$ cat src/hw/rtl/cle_pkg.sv
// Package for the load and add/subtract execute core.
// Holds register indexes, opcode constants, the ALU operation codes and shared types.
// No dependencies; the other files that use it refer to it by scoped names.
package cle_pkg;

  localparam int unsigned NUM_REGS = 7;

  localparam logic [2:0] IDX_H    = 3'd4;
  localparam logic [2:0] IDX_L    = 3'd5;
  localparam logic [2:0] IDX_A    = 3'd6;
  localparam logic [2:0] OPND_MEM = 3'd6;
  localparam logic [2:0] OPND_A   = 3'd7;

  localparam logic [7:0] OP_HALT = 8'h76;
  localparam logic [1:0] GRP_LD  = 2'b01;
  localparam logic [2:0] GRP_ALU = 3'b100;

  localparam logic [3:0] FLAG_Z = 4'h8;
  localparam logic [3:0] FLAG_N = 4'h4;
  localparam logic [3:0] FLAG_H = 4'h2;
  localparam logic [3:0] FLAG_C = 4'h1;

  typedef enum logic [1:0] {
    ALU_ADD = 2'b00,
    ALU_ADC = 2'b01,
    ALU_SUB = 2'b10,
    ALU_SBC = 2'b11
  } alu_op_t;

  typedef logic [NUM_REGS-1:0][7:0] regs_t;

  typedef struct packed {
    logic       reg_we;
    logic [2:0] reg_idx;
    logic [7:0] reg_data;
    logic       flag_we;
    logic [3:0] flags;
  } wr_t;

  typedef struct packed {
    logic        mem_write;
    logic [15:0] mem_address;
    logic [7:0]  mem_write_data;
    logic [7:0]  acc_value;
    logic [3:0]  flag_bits;
    logic [15:0] pair_hl_after;
  } result_t;

  // Operand index to register slot: A is operand 7 but slot 6.
  function automatic logic [2:0] slot_of(input logic [2:0] sel);
    slot_of = (sel == OPND_A) ? IDX_A : sel;
  endfunction

endpackage

$ cat src/hw/rtl/cle_if.sv
// Channel interfaces for the execute core: input items and result items.
// Does not depend on cle_pkg.
interface cle_in_if;
  logic       valid;
  logic       ready;
  logic [7:0] opcode;
  logic [7:0] mem_byte;
  modport source (output valid, output opcode, output mem_byte, input ready);
  modport sink (input valid, input opcode, input mem_byte, output ready);
endinterface

interface cle_out_if;
  logic        valid;
  logic        ready;
  logic        mem_write;
  logic [15:0] mem_address;
  logic [7:0]  mem_write_data;
  logic [7:0]  acc_value;
  logic [3:0]  flag_bits;
  logic [15:0] pair_hl_after;
  modport source (output valid, output mem_write, output mem_address, output mem_write_data,
                  output acc_value, output flag_bits, output pair_hl_after, input ready);
  modport sink (input valid, input mem_write, input mem_address, input mem_write_data,
                input acc_value, input flag_bits, input pair_hl_after, output ready);
endinterface

$ cat src/hw/rtl/cle_exec.sv
// Decode and ALU for one opcode: register file writes and the result item.
// Purely combinational; depends on cle_pkg.
module cle_exec (
  input  logic [7:0]      opcode,
  input  logic [7:0]      mem_byte,
  input  cle_pkg::regs_t  regs,
  input  logic [3:0]      flags,
  output cle_pkg::wr_t    wr,
  output cle_pkg::result_t res
);

  logic [2:0]  dst;
  logic [2:0]  src;
  logic [7:0]  src_val;
  logic        is_ld;
  logic        is_alu;
  logic [1:0]  alu_op;
  logic        cin;
  logic [4:0]  half_sum;
  logic [8:0]  full_sum;
  logic [4:0]  half_sub;
  logic [8:0]  full_sub;
  logic [7:0]  alu_res;
  logic [3:0]  alu_flags;
  logic [7:0]  a_after;
  logic [7:0]  h_after;
  logic [7:0]  l_after;

  assign dst     = opcode[5:3];
  assign src     = opcode[2:0];
  assign src_val = (src == cle_pkg::OPND_MEM) ? mem_byte : regs[cle_pkg::slot_of(src)];
  assign is_ld   = (opcode[7:6] == cle_pkg::GRP_LD) && (opcode != cle_pkg::OP_HALT);
  assign is_alu  = (opcode[7:5] == cle_pkg::GRP_ALU);
  assign alu_op  = opcode[4:3];
  assign cin     = alu_op[0] & flags[0];

  assign half_sum = {1'b0, regs[cle_pkg::IDX_A][3:0]} + {1'b0, src_val[3:0]} + {4'd0, cin};
  assign full_sum = {1'b0, regs[cle_pkg::IDX_A]} + {1'b0, src_val} + {8'd0, cin};
  assign half_sub = {1'b0, src_val[3:0]} + {4'd0, cin};
  assign full_sub = {1'b0, src_val} + {8'd0, cin};

  always_comb begin
    alu_flags = 4'h0;
    unique case (alu_op)
      cle_pkg::ALU_ADD, cle_pkg::ALU_ADC: begin
        alu_res = full_sum[7:0];
        if (half_sum[4]) alu_flags = alu_flags | cle_pkg::FLAG_H;
        if (full_sum[8]) alu_flags = alu_flags | cle_pkg::FLAG_C;
      end
      default: begin
        alu_res   = regs[cle_pkg::IDX_A] - full_sub[7:0];
        alu_flags = alu_flags | cle_pkg::FLAG_N;
        if ({1'b0, regs[cle_pkg::IDX_A][3:0]} < half_sub) begin
          alu_flags = alu_flags | cle_pkg::FLAG_H;
        end
        if ({1'b0, regs[cle_pkg::IDX_A]} < full_sub) begin
          alu_flags = alu_flags | cle_pkg::FLAG_C;
        end
      end
    endcase
    if (alu_res == 8'd0) alu_flags = alu_flags | cle_pkg::FLAG_Z;
  end

  always_comb begin
    wr.reg_we   = 1'b0;
    wr.reg_idx  = cle_pkg::slot_of(dst);
    wr.reg_data = src_val;
    wr.flag_we  = 1'b0;
    wr.flags    = alu_flags;
    if (is_ld && (dst != cle_pkg::OPND_MEM)) begin
      wr.reg_we = 1'b1;
    end else if (is_alu) begin
      wr.reg_we   = 1'b1;
      wr.reg_idx  = cle_pkg::IDX_A;
      wr.reg_data = alu_res;
      wr.flag_we  = 1'b1;
    end
  end

  assign a_after = (wr.reg_we && wr.reg_idx == cle_pkg::IDX_A) ? wr.reg_data
                                                               : regs[cle_pkg::IDX_A];
  assign h_after = (wr.reg_we && wr.reg_idx == cle_pkg::IDX_H) ? wr.reg_data
                                                               : regs[cle_pkg::IDX_H];
  assign l_after = (wr.reg_we && wr.reg_idx == cle_pkg::IDX_L) ? wr.reg_data
                                                               : regs[cle_pkg::IDX_L];

  always_comb begin
    res.mem_write      = is_ld && (dst == cle_pkg::OPND_MEM);
    res.mem_address    = {regs[cle_pkg::IDX_H], regs[cle_pkg::IDX_L]};
    res.mem_write_data = res.mem_write ? src_val : 8'd0;
    res.acc_value      = a_after;
    res.flag_bits      = wr.flag_we ? wr.flags : flags;
    res.pair_hl_after  = {h_after, l_after};
  end

endmodule

$ cat src/hw/rtl/cle_regfile.sv
// Architectural state: seven 8-bit registers and the four-bit flag register.
// Written from the decode write struct when an instruction executes; depends on cle_pkg.
module cle_regfile (
  input  logic           clk,
  input  logic           rst_n,
  input  logic           exec_en,
  input  cle_pkg::wr_t   wr,
  output cle_pkg::regs_t regs,
  output logic [3:0]     flags
);

  cle_pkg::regs_t regs_r;
  logic [3:0]     flags_r;

  always_ff @(posedge clk) begin
    if (!rst_n) begin
      regs_r  <= '0;
      flags_r <= 4'h0;
    end else if (exec_en) begin
      if (wr.reg_we) regs_r[wr.reg_idx] <= wr.reg_data;
      if (wr.flag_we) flags_r <= wr.flags;
    end
  end

  assign regs  = regs_r;
  assign flags = flags_r;

endmodule

$ cat src/hw/rtl/cpu_load_and_alu_execute_core.sv
// Top level of the load and add/subtract execute core: input register, decode, result register.
// Depends on cle_pkg, cle_if, cle_exec and cle_regfile.
//
//   Channel | Direction | Payload
//   in_ch   | in        | opcode[7:0], mem_byte[7:0]
//   out_ch  | out       | mem_write, mem_address[15:0], mem_write_data[7:0], acc_value[7:0],
//           |           | flag_bits[3:0], pair_hl_after[15:0]
//
// An item is held in the input register after its transfer and executes once the result
// register can take it, moving into that register, from which its result is offered.
// One item per cycle is sustained while out_ch is ready; the register file update and decode
// set the path. Synchronous reset clears the register file, the flags and both valid bits.
// A stalled result holds the result register; an empty input register still takes one more item.
module cpu_load_and_alu_execute_core (
  input logic      clk,
  input logic      rst_n,
  cle_in_if.sink   in_ch,
  cle_out_if.source out_ch
);

  logic               s1_valid_r;
  logic [7:0]         s1_opcode_r;
  logic [7:0]         s1_mem_r;
  logic               out_valid_r;
  cle_pkg::result_t   out_data_r;
  logic               advance;
  cle_pkg::regs_t     regs;
  logic [3:0]         flags;
  cle_pkg::wr_t       wr;
  cle_pkg::result_t   res;

  assign advance     = s1_valid_r && (!out_valid_r || out_ch.ready);
  assign in_ch.ready = !s1_valid_r || advance;

  cle_exec u_exec (
    .opcode   (s1_opcode_r),
    .mem_byte (s1_mem_r),
    .regs     (regs),
    .flags    (flags),
    .wr       (wr),
    .res      (res)
  );

  cle_regfile u_regfile (
    .clk     (clk),
    .rst_n   (rst_n),
    .exec_en (advance),
    .wr      (wr),
    .regs    (regs),
    .flags   (flags)
  );

  always_ff @(posedge clk) begin
    if (!rst_n) begin
      s1_valid_r  <= 1'b0;
      out_valid_r <= 1'b0;
    end else begin
      if (in_ch.ready) s1_valid_r <= in_ch.valid;
      if (advance) begin
        out_valid_r <= 1'b1;
      end else if (out_ch.ready) begin
        out_valid_r <= 1'b0;
      end
    end
  end

  always_ff @(posedge clk) begin
    if (in_ch.ready && in_ch.valid) begin
      s1_opcode_r <= in_ch.opcode;
      s1_mem_r    <= in_ch.mem_byte;
    end
    if (advance) out_data_r <= res;
  end

  assign out_ch.valid          = out_valid_r;
  assign out_ch.mem_write      = out_data_r.mem_write;
  assign out_ch.mem_address    = out_data_r.mem_address;
  assign out_ch.mem_write_data = out_data_r.mem_write_data;
  assign out_ch.acc_value      = out_data_r.acc_value;
  assign out_ch.flag_bits      = out_data_r.flag_bits;
  assign out_ch.pair_hl_after  = out_data_r.pair_hl_after;

endmodule

$ cat src/flat_wrapper.sv
// flat-port wrapper written by rule: the top's interface ports become plain ports
module cpu_load_and_alu_execute_core_flat 
  (clk, rst_n, in_ch_valid, in_ch_opcode, in_ch_mem_byte, in_ch_ready, out_ch_valid, out_ch_mem_write, out_ch_mem_address, out_ch_mem_write_data, out_ch_acc_value, out_ch_flag_bits, out_ch_pair_hl_after, out_ch_ready);
  cle_in_if in_ch_i ();
  cle_out_if out_ch_i ();
  input logic clk;
  input logic rst_n;
  input wire logic [$bits(in_ch_i.valid)-1:0] in_ch_valid;
  input wire logic [$bits(in_ch_i.opcode)-1:0] in_ch_opcode;
  input wire logic [$bits(in_ch_i.mem_byte)-1:0] in_ch_mem_byte;
  output wire logic [$bits(in_ch_i.ready)-1:0] in_ch_ready;
  output wire logic [$bits(out_ch_i.valid)-1:0] out_ch_valid;
  output wire logic [$bits(out_ch_i.mem_write)-1:0] out_ch_mem_write;
  output wire logic [$bits(out_ch_i.mem_address)-1:0] out_ch_mem_address;
  output wire logic [$bits(out_ch_i.mem_write_data)-1:0] out_ch_mem_write_data;
  output wire logic [$bits(out_ch_i.acc_value)-1:0] out_ch_acc_value;
  output wire logic [$bits(out_ch_i.flag_bits)-1:0] out_ch_flag_bits;
  output wire logic [$bits(out_ch_i.pair_hl_after)-1:0] out_ch_pair_hl_after;
  input wire logic [$bits(out_ch_i.ready)-1:0] out_ch_ready;
  assign in_ch_i.valid = in_ch_valid;
  assign in_ch_i.opcode = in_ch_opcode;
  assign in_ch_i.mem_byte = in_ch_mem_byte;
  assign in_ch_ready = in_ch_i.ready;
  assign out_ch_valid = out_ch_i.valid;
  assign out_ch_mem_write = out_ch_i.mem_write;
  assign out_ch_mem_address = out_ch_i.mem_address;
  assign out_ch_mem_write_data = out_ch_i.mem_write_data;
  assign out_ch_acc_value = out_ch_i.acc_value;
  assign out_ch_flag_bits = out_ch_i.flag_bits;
  assign out_ch_pair_hl_after = out_ch_i.pair_hl_after;
  assign out_ch_i.ready = out_ch_ready;
  cpu_load_and_alu_execute_core u_core (.clk(clk), .rst_n(rst_n), .in_ch(in_ch_i), .out_ch(out_ch_i));
endmodule
$ cat config.mk
export PLATFORM = sky130hd
export DESIGN_NAME = cpu_load_and_alu_execute_core_flat
export DESIGN_NICKNAME = d
export VERILOG_FILES = /design/src/hw/rtl/cle_pkg.sv /design/src/hw/rtl/cle_if.sv /design/src/hw/rtl/cle_exec.sv /design/src/hw/rtl/cle_regfile.sv /design/src/hw/rtl/cpu_load_and_alu_execute_core.sv /design/src/flat_wrapper.sv
export SDC_FILE = /design/constraint.sdc
export NUM_CORES = 1
export LEC_CHECK = 0
export BUFFER_PORTS_ARGS = -buffer_cell sky130_fd_sc_hd__buf_4
export CELL_PAD_IN_SITES_DETAIL_PLACEMENT = 1
export CELL_PAD_IN_SITES_GLOBAL_PLACEMENT = 1
export CORE_MARGIN = 4
export CORE_UTILIZATION = 35
export DETAILED_ROUTE_END_ITERATION = 8
export MAX_ROUTING_LAYER = met4
export PLACE_DENSITY_LB_ADDON = 0.1
export SLEW_MARGIN = 10
export SYNTH_ARGS = -nofsm -noshare
export SYNTH_HDL_FRONTEND = slang
export SYNTH_SLANG_ARGS = --single-unit
$ cat constraint.sdc
create_clock -name clk -period 5.1 [get_ports clk]
set_input_delay 1.02 -clock clk [delete_from_list [all_inputs] [get_ports clk]]
set_output_delay 1.02 -clock clk [all_outputs]
set_load 0.05 [all_outputs]
Word level (Yosys, flattened, before mapping)
Index checks and enable logic that the tools add are counted.

Input port bits: 20. Bits in registers: 131. Logic and storage cells: 85.

Muxes and demuxes: 24. $add $sub $neg: 7. Reductions and logical operators: 18. Eq/ne operators: 12. Magnitude comparators: 5. Bitwise logic cells: 1.

Operator list (number): $bwmux 56 (1); $mux 8 (7); $bmux 8 s3 (1); $demux 8 s3 (1); $eq 3x3->1 const B (8); $mux 13 (1); $mux 12 (1); $add 8x1->9 (1); $add 8x8->9 (1); $add 9x1->9 (1); $logic_and 1x1->1 (9); $lt 8x9->1 (1); $mux 3 (3); $logic_not 8->1 (1); $lt 3x4->1 const B (2); $mux 4 (2); $ne 8x7->1 const B (1); $sub 8x8->8 (1); $add 4x1->5 (1); $add 4x4->5 (1); $add 5x1->5 (1); $lt 4x5->1 (1); $mux 1 (5); $eq 2x1->1 const B (2); other kinds (10) (13).

Logic depth before layout (Yosys ltp)
Depth in word-level cells: 15. Mapped depth: 19. Depth with buffers taken out: 15.

By module
Synthesis repeated with hierarchy kept, for this count alone.

Cell total of the unflattened synthesis: 624. Area total of the unflattened synthesis: 6769.0 µm².

By module, submodules not included: cle_exec (sequential area each 0.0 µm², area an instance 2322.2 µm², cells an instance 329, times used 1); cle_regfile (sequential area each 1201.2 µm², area an instance 2270.9 µm², cells an instance 217, times used 1); cpu_load_and_alu_execute_core (sequential area each 2112.0 µm², area an instance 2175.8 µm², cells an instance 78, times used 1).

Worst setup path after synthesis
Ideal clock, no wire load.

Path kind: reg-to-reg. Start: register u_core.s1_opcode_r[0]. End: register u_core.out_data_r (netlist bit u_core.out_ch.pair_hl_after[14]) (data pin). Slack: 1179 ps. Arrival: 3659 ps. Required time: 4838 ps. Stages on the path, launching flop included: 19. Buffers on the path: 4. Library setup time: 262 ps. Path through: edfxtp_1 buf_6 buf_12 buf_8 nor2b_1 a211oi_1 a211o_1 nand3_1 ha_1 ha_1 nand2_1 xnor2_1 ha_1 clkbuf_1 o311ai_1 and3_1 o41ai_1 a41oi_1 mux2_1.

RTL lines: start: declaration (line cpu_load_and_alu_execute_core.sv:22) `logic [7:0] s1_opcode_r;`; start signal: assignment (line cpu_load_and_alu_execute_core.sv:69) `s1_opcode_r <= in_ch.opcode;`; end signal: assignment (line cpu_load_and_alu_execute_core.sv:72) `if (advance) out_data_r <= res;`; end: declaration (line cpu_load_and_alu_execute_core.sv:25) `cle_pkg::result_t out_data_r;`.

==> out/results.txt <==
For the hold buffer count at CTS, the log shows 0. Sequential cells were found to cover 49.5% of the synthesized design area. The H-tree was split into 4 levels. At the end of the flow, the number of nets in the layout was 741.

For the pin with the worst max-slew slack, the measured transition is 1.13 ns. The run gives 0 as the number of diodes added for antenna fixing. In this run the cell area of the synthesized design comes to 6690 um2.

The endpoint identified for the worst register-to-register timing path is u_core.out_ch.pair_hl_after[14]. The height of the chip works out to 146 um. The core region is 18,800 um2. For this block, wires on met1 add up to 9900 um. The tools report the detailed-routed wire length on met2 as 10,600 um. STA classifies the critical path startpoint as a flop.

Leaving out fill and tap cells, the most frequent cell in the layout is sky130_fd_sc_hd__buf_4. The data arrival time of the critical path is 4.89 ns, and the row count is 50. TritonCTS built the clock tree.

The congestion estimate from routability-driven global placement came to 0.991. Post-synthesis cell type with the largest combined area: sky130_fd_sc_hd__edfxtp_1. The root cell of the clock tree is sky130_fd_sc_hd__clkbuf_16. Compared with the post-synthesis result, the final layout area differs by 19.5%. The number of setup buffers added after CTS is 0. The later pin in the worst-skew pair is clocked with a latency of 0.43 ns.

After layout, the worst path uses 92.5% of the clock period. The clock edge transition at the registers on the reported setup and hold paths was 0.06 ns. The tools report the total clock buffers created by CTS as 17. The worst-case IR drop observed on VDD is 252 uV. For this run, the leading register cell type out of synthesis is sky130_fd_sc_hd__edfxtp_1. The length in cells of the worst reg-to-reg path was 13; the via count normalized by instance count was 5.51.

The first routing iteration left 294 violations. The flow ran to the end, and the final reports show no timing, DRC or antenna violations. The number of global-route vias before repair came out at 5,425.

The sum of overflow across all layers after global routing is 0. Summed over all failing endpoints, the final setup total negative slack is 0 ns. Number of clock sinks seen by CTS: 131. For this design the static power due to leakage is 2.98 nW. The largest clock skew in the final design was 0.0119 ns; the power per unit of standard cell area was 343 nW/um2. For this block, the routed nets add up to 21,600 um of wire.

The number of different library cells used by synthesis comes to 85. Setup repair after global routing left no endpoint under its margin. Synthesis produced 636 cells.

The final worst setup slack was 0.383 ns. Yosys attributes the largest share of cell area to sky130_fd_sc_hd__edfxtp_1 (31%), sky130_fd_sc_hd__dfxtp_1 (19%), sky130_fd_sc_hd__nand2_1 (4.0%). The share of flip-flops with an asynchronous set or reset works out to 0%. Pin placement for this block handled 75 I/O pins.

The average cell area after synthesis was 10.5 um2; the number of warnings reported in the yosys synthesis log was 0. The average wire per standard cell is 22.8 um. Capturing element of the worst setup path: u_core.out_ch.pair_hl_after[14]. The run gives 0 as the setup violation total in the final timing report. The effective utilization at floorplan was 35.6%; the post-route cell area was 7990 um2. Measured along the x axis, the die boundary spans 146 um.

The first-pass detailed-route iteration total was 4. After synthesis, the largest area contributor takes up 31.0% of total cell area. The initial antenna violation count is 0. Counting along the longest clock path gives a buffer depth of 2.

In this run the critical register-to-register path is launched from u_core.s1_opcode_r[0]. For this run, design rule violations remaining after detail routing come to 0. The count of state elements after synthesis came out at 131. The tightest min-delay check is of the reg -> reg type. Once placement completed, the tool counted placed cells totaling 915.

The worst setup path is captured at a flop. The first-pass GRT wire length was 32,900 um; the critical path data required time was 5.28 ns. The tools report the final number of max-transition violations as 0. In this run the worst path has a maximum fanout of 15. The finished layout holds 947 standard cells, fillers aside. The synthesized design contains 69 enable-type register cells. The die covers 21,400 um2. The total power of the final layout was 2.75 mW. For the number of hold-slack violations in the final timing report, the log shows 0. The startpoint identified for the worst hold timing path is u_core.u_regfile.regs[17].

The critical path in this run is classified as reg -> reg. The post-route netlist has 23.8% of its cells at a drive strength greater than 1. The post-detailed-placement half-perimeter wirelength was 15,600 um. Max-cap violations in this run came to 0.

Global routing used 20.8% of the available tracks across all layers. The relative slew slack was 24.7%; the worst setup slack for register-to-register paths was 0.38 ns. The beginning of the critical path was u_core.s1_opcode_r[0].

The count of nets left with antenna violations once routing finished came out at 0. The met3 wirelength from detailed routing is 863 um. In the layout the commonest cells are sky130_fd_sc_hd__buf_4 (85), sky130_fd_sc_hd__nand2_1 (72), sky130_fd_sc_hd__edfxtp_1 (69).

For this run, the top clock speed supported by timing is 0.212 GHz. The quantity of gates resized following cts came out at 0. Post-synthesis net count: 677.

The total cell area at the placement stage was 7400 um2; the maximum number of pins on one net before global-route repair was 49. For the finished layout, the period the worst path requires is 4.72 ns. The tools report the total number of vias as 5,220. The highest metal layer carrying signal wires in the routed design is met4. Input and output buffers added on the ports amount to 74. At the placement stage, the worst setup path has a slack of 0.452 ns.
## final cells by class
type | instances | area [um2]
Clock buffer | 17 | 425
Clock inverter | 15 | 169
Fill cell | 2110 | 10800
Inverter | 16 | 66.3
Multi-Input combinational cell | 449 | 3090
Sequential cell | 131 | 3310
Tap cell | 234 | 293
Timing Repair Buffer | 85 | 638
## worst min path at each step
stage / endpoint / slack, ns / depth (start not counted)
2_1_floorplan: u_core.u_regfile.regs[4] / 0.43 / 2
3_3_place_gp: u_core.u_regfile.flags[1] / 0.44 / 2
3_5_place_dp: u_core.u_regfile.regs[17] / 0.45 / 2
5_1_grt: u_core.u_regfile.regs[17] / 0.48 / 2
6_report: u_core.u_regfile.regs[17] / 0.46 / 2
4_1_cts: u_core.u_regfile.regs[17] / 0.46 / 2
## synthesized netlist by cell type (7+ instances only)
cell,instances
sky130_fd_sc_hd__a211oi_1,15
sky130_fd_sc_hd__a21oi_1,45
sky130_fd_sc_hd__and2_1,8
sky130_fd_sc_hd__buf_2,8
sky130_fd_sc_hd__clkbuf_1,24
sky130_fd_sc_hd__dfxtp_1,62
sky130_fd_sc_hd__edfxtp_1,69
sky130_fd_sc_hd__ha_1,18
sky130_fd_sc_hd__inv_1,10
sky130_fd_sc_hd__mux2_2,14
sky130_fd_sc_hd__mux2i_1,19
sky130_fd_sc_hd__nand2_1,72
sky130_fd_sc_hd__nand2b_1,9
sky130_fd_sc_hd__nand3_1,14
sky130_fd_sc_hd__nor2_1,63
sky130_fd_sc_hd__nor2b_1,8
sky130_fd_sc_hd__nor3_1,7
sky130_fd_sc_hd__o21ai_0,23
sky130_fd_sc_hd__or3_1,9
sky130_fd_sc_hd__xnor2_1,9
## report_power, final
part           leakage [nW]  switching [mW]  internal (mW)  total, mW
registers              1.16          0.0224           1.14       1.16
clock network         0.297           0.526          0.736       1.26
logic                  1.52           0.223         0.0989      0.322
## cell families (layout without fill, tap and decap cells)
group | after synthesis | after routing | share of synthesized area [%]
adder cells (fa/ha/maj) | 21 | 21 | 4.27
AO/OA/AOI/OAI | 139 | 139 | 14.3
flip-flops | 131 | 131 | 49.5
AND/OR/NAND/NOR | 235 | 235 | 17.7
XOR/XNOR | 11 | 11 | 1.44
buffers and inverters | 56 | 133 | 4.36
multiplexers | 43 | 43 | 8.40
## through the flow
stage	util, %	hold slack (ns)
CTS	42.6	0.460
global route	42.6	0.485
global placement	39.4	0.440
detailed placement	39.4	0.451
finish	42.6	0.459
floorplan	-	0.432
## worst max-delay path, stage by stage, from the launching register on
cell	delay (ns)
sky130_fd_sc_hd__edfxtp_1	0.82
sky130_fd_sc_hd__mux4_2	0.59
sky130_fd_sc_hd__nand2_1	0.08
sky130_fd_sc_hd__and2_1	0.33
sky130_fd_sc_hd__clkinv_2	0.15
sky130_fd_sc_hd__ha_1	0.31
sky130_fd_sc_hd__xnor2_1	0.17
sky130_fd_sc_hd__ha_1	0.37
sky130_fd_sc_hd__nor2b_1	0.22
sky130_fd_sc_hd__o311ai_1	0.12
sky130_fd_sc_hd__and3_1	0.21
sky130_fd_sc_hd__o41ai_1	0.41
sky130_fd_sc_hd__a41oi_1	0.32
sky130_fd_sc_hd__mux2_1	0.36
## state kept, by name, indices dropped and copies added, names as in the netlist, 8 cells and up
signal / cells
u_core.out_ch.pair_hl_after: 16
u_core.out_ch.mem_write_data: 8
u_core.out_ch.acc_value: 8
u_core.s1_opcode_r: 8
u_core.u_regfile.regs: 56
u_core.out_ch.mem_address: 16
u_core.s1_mem_r: 8
## metal layers
layer	GRT usage, %	up-vias
met2	34.0	116
met4	5.64	0
met5	-	-
met1	27.2	2617
li1	-	2469
met3	3.01	18
Power figures use the tool's default switching activity.
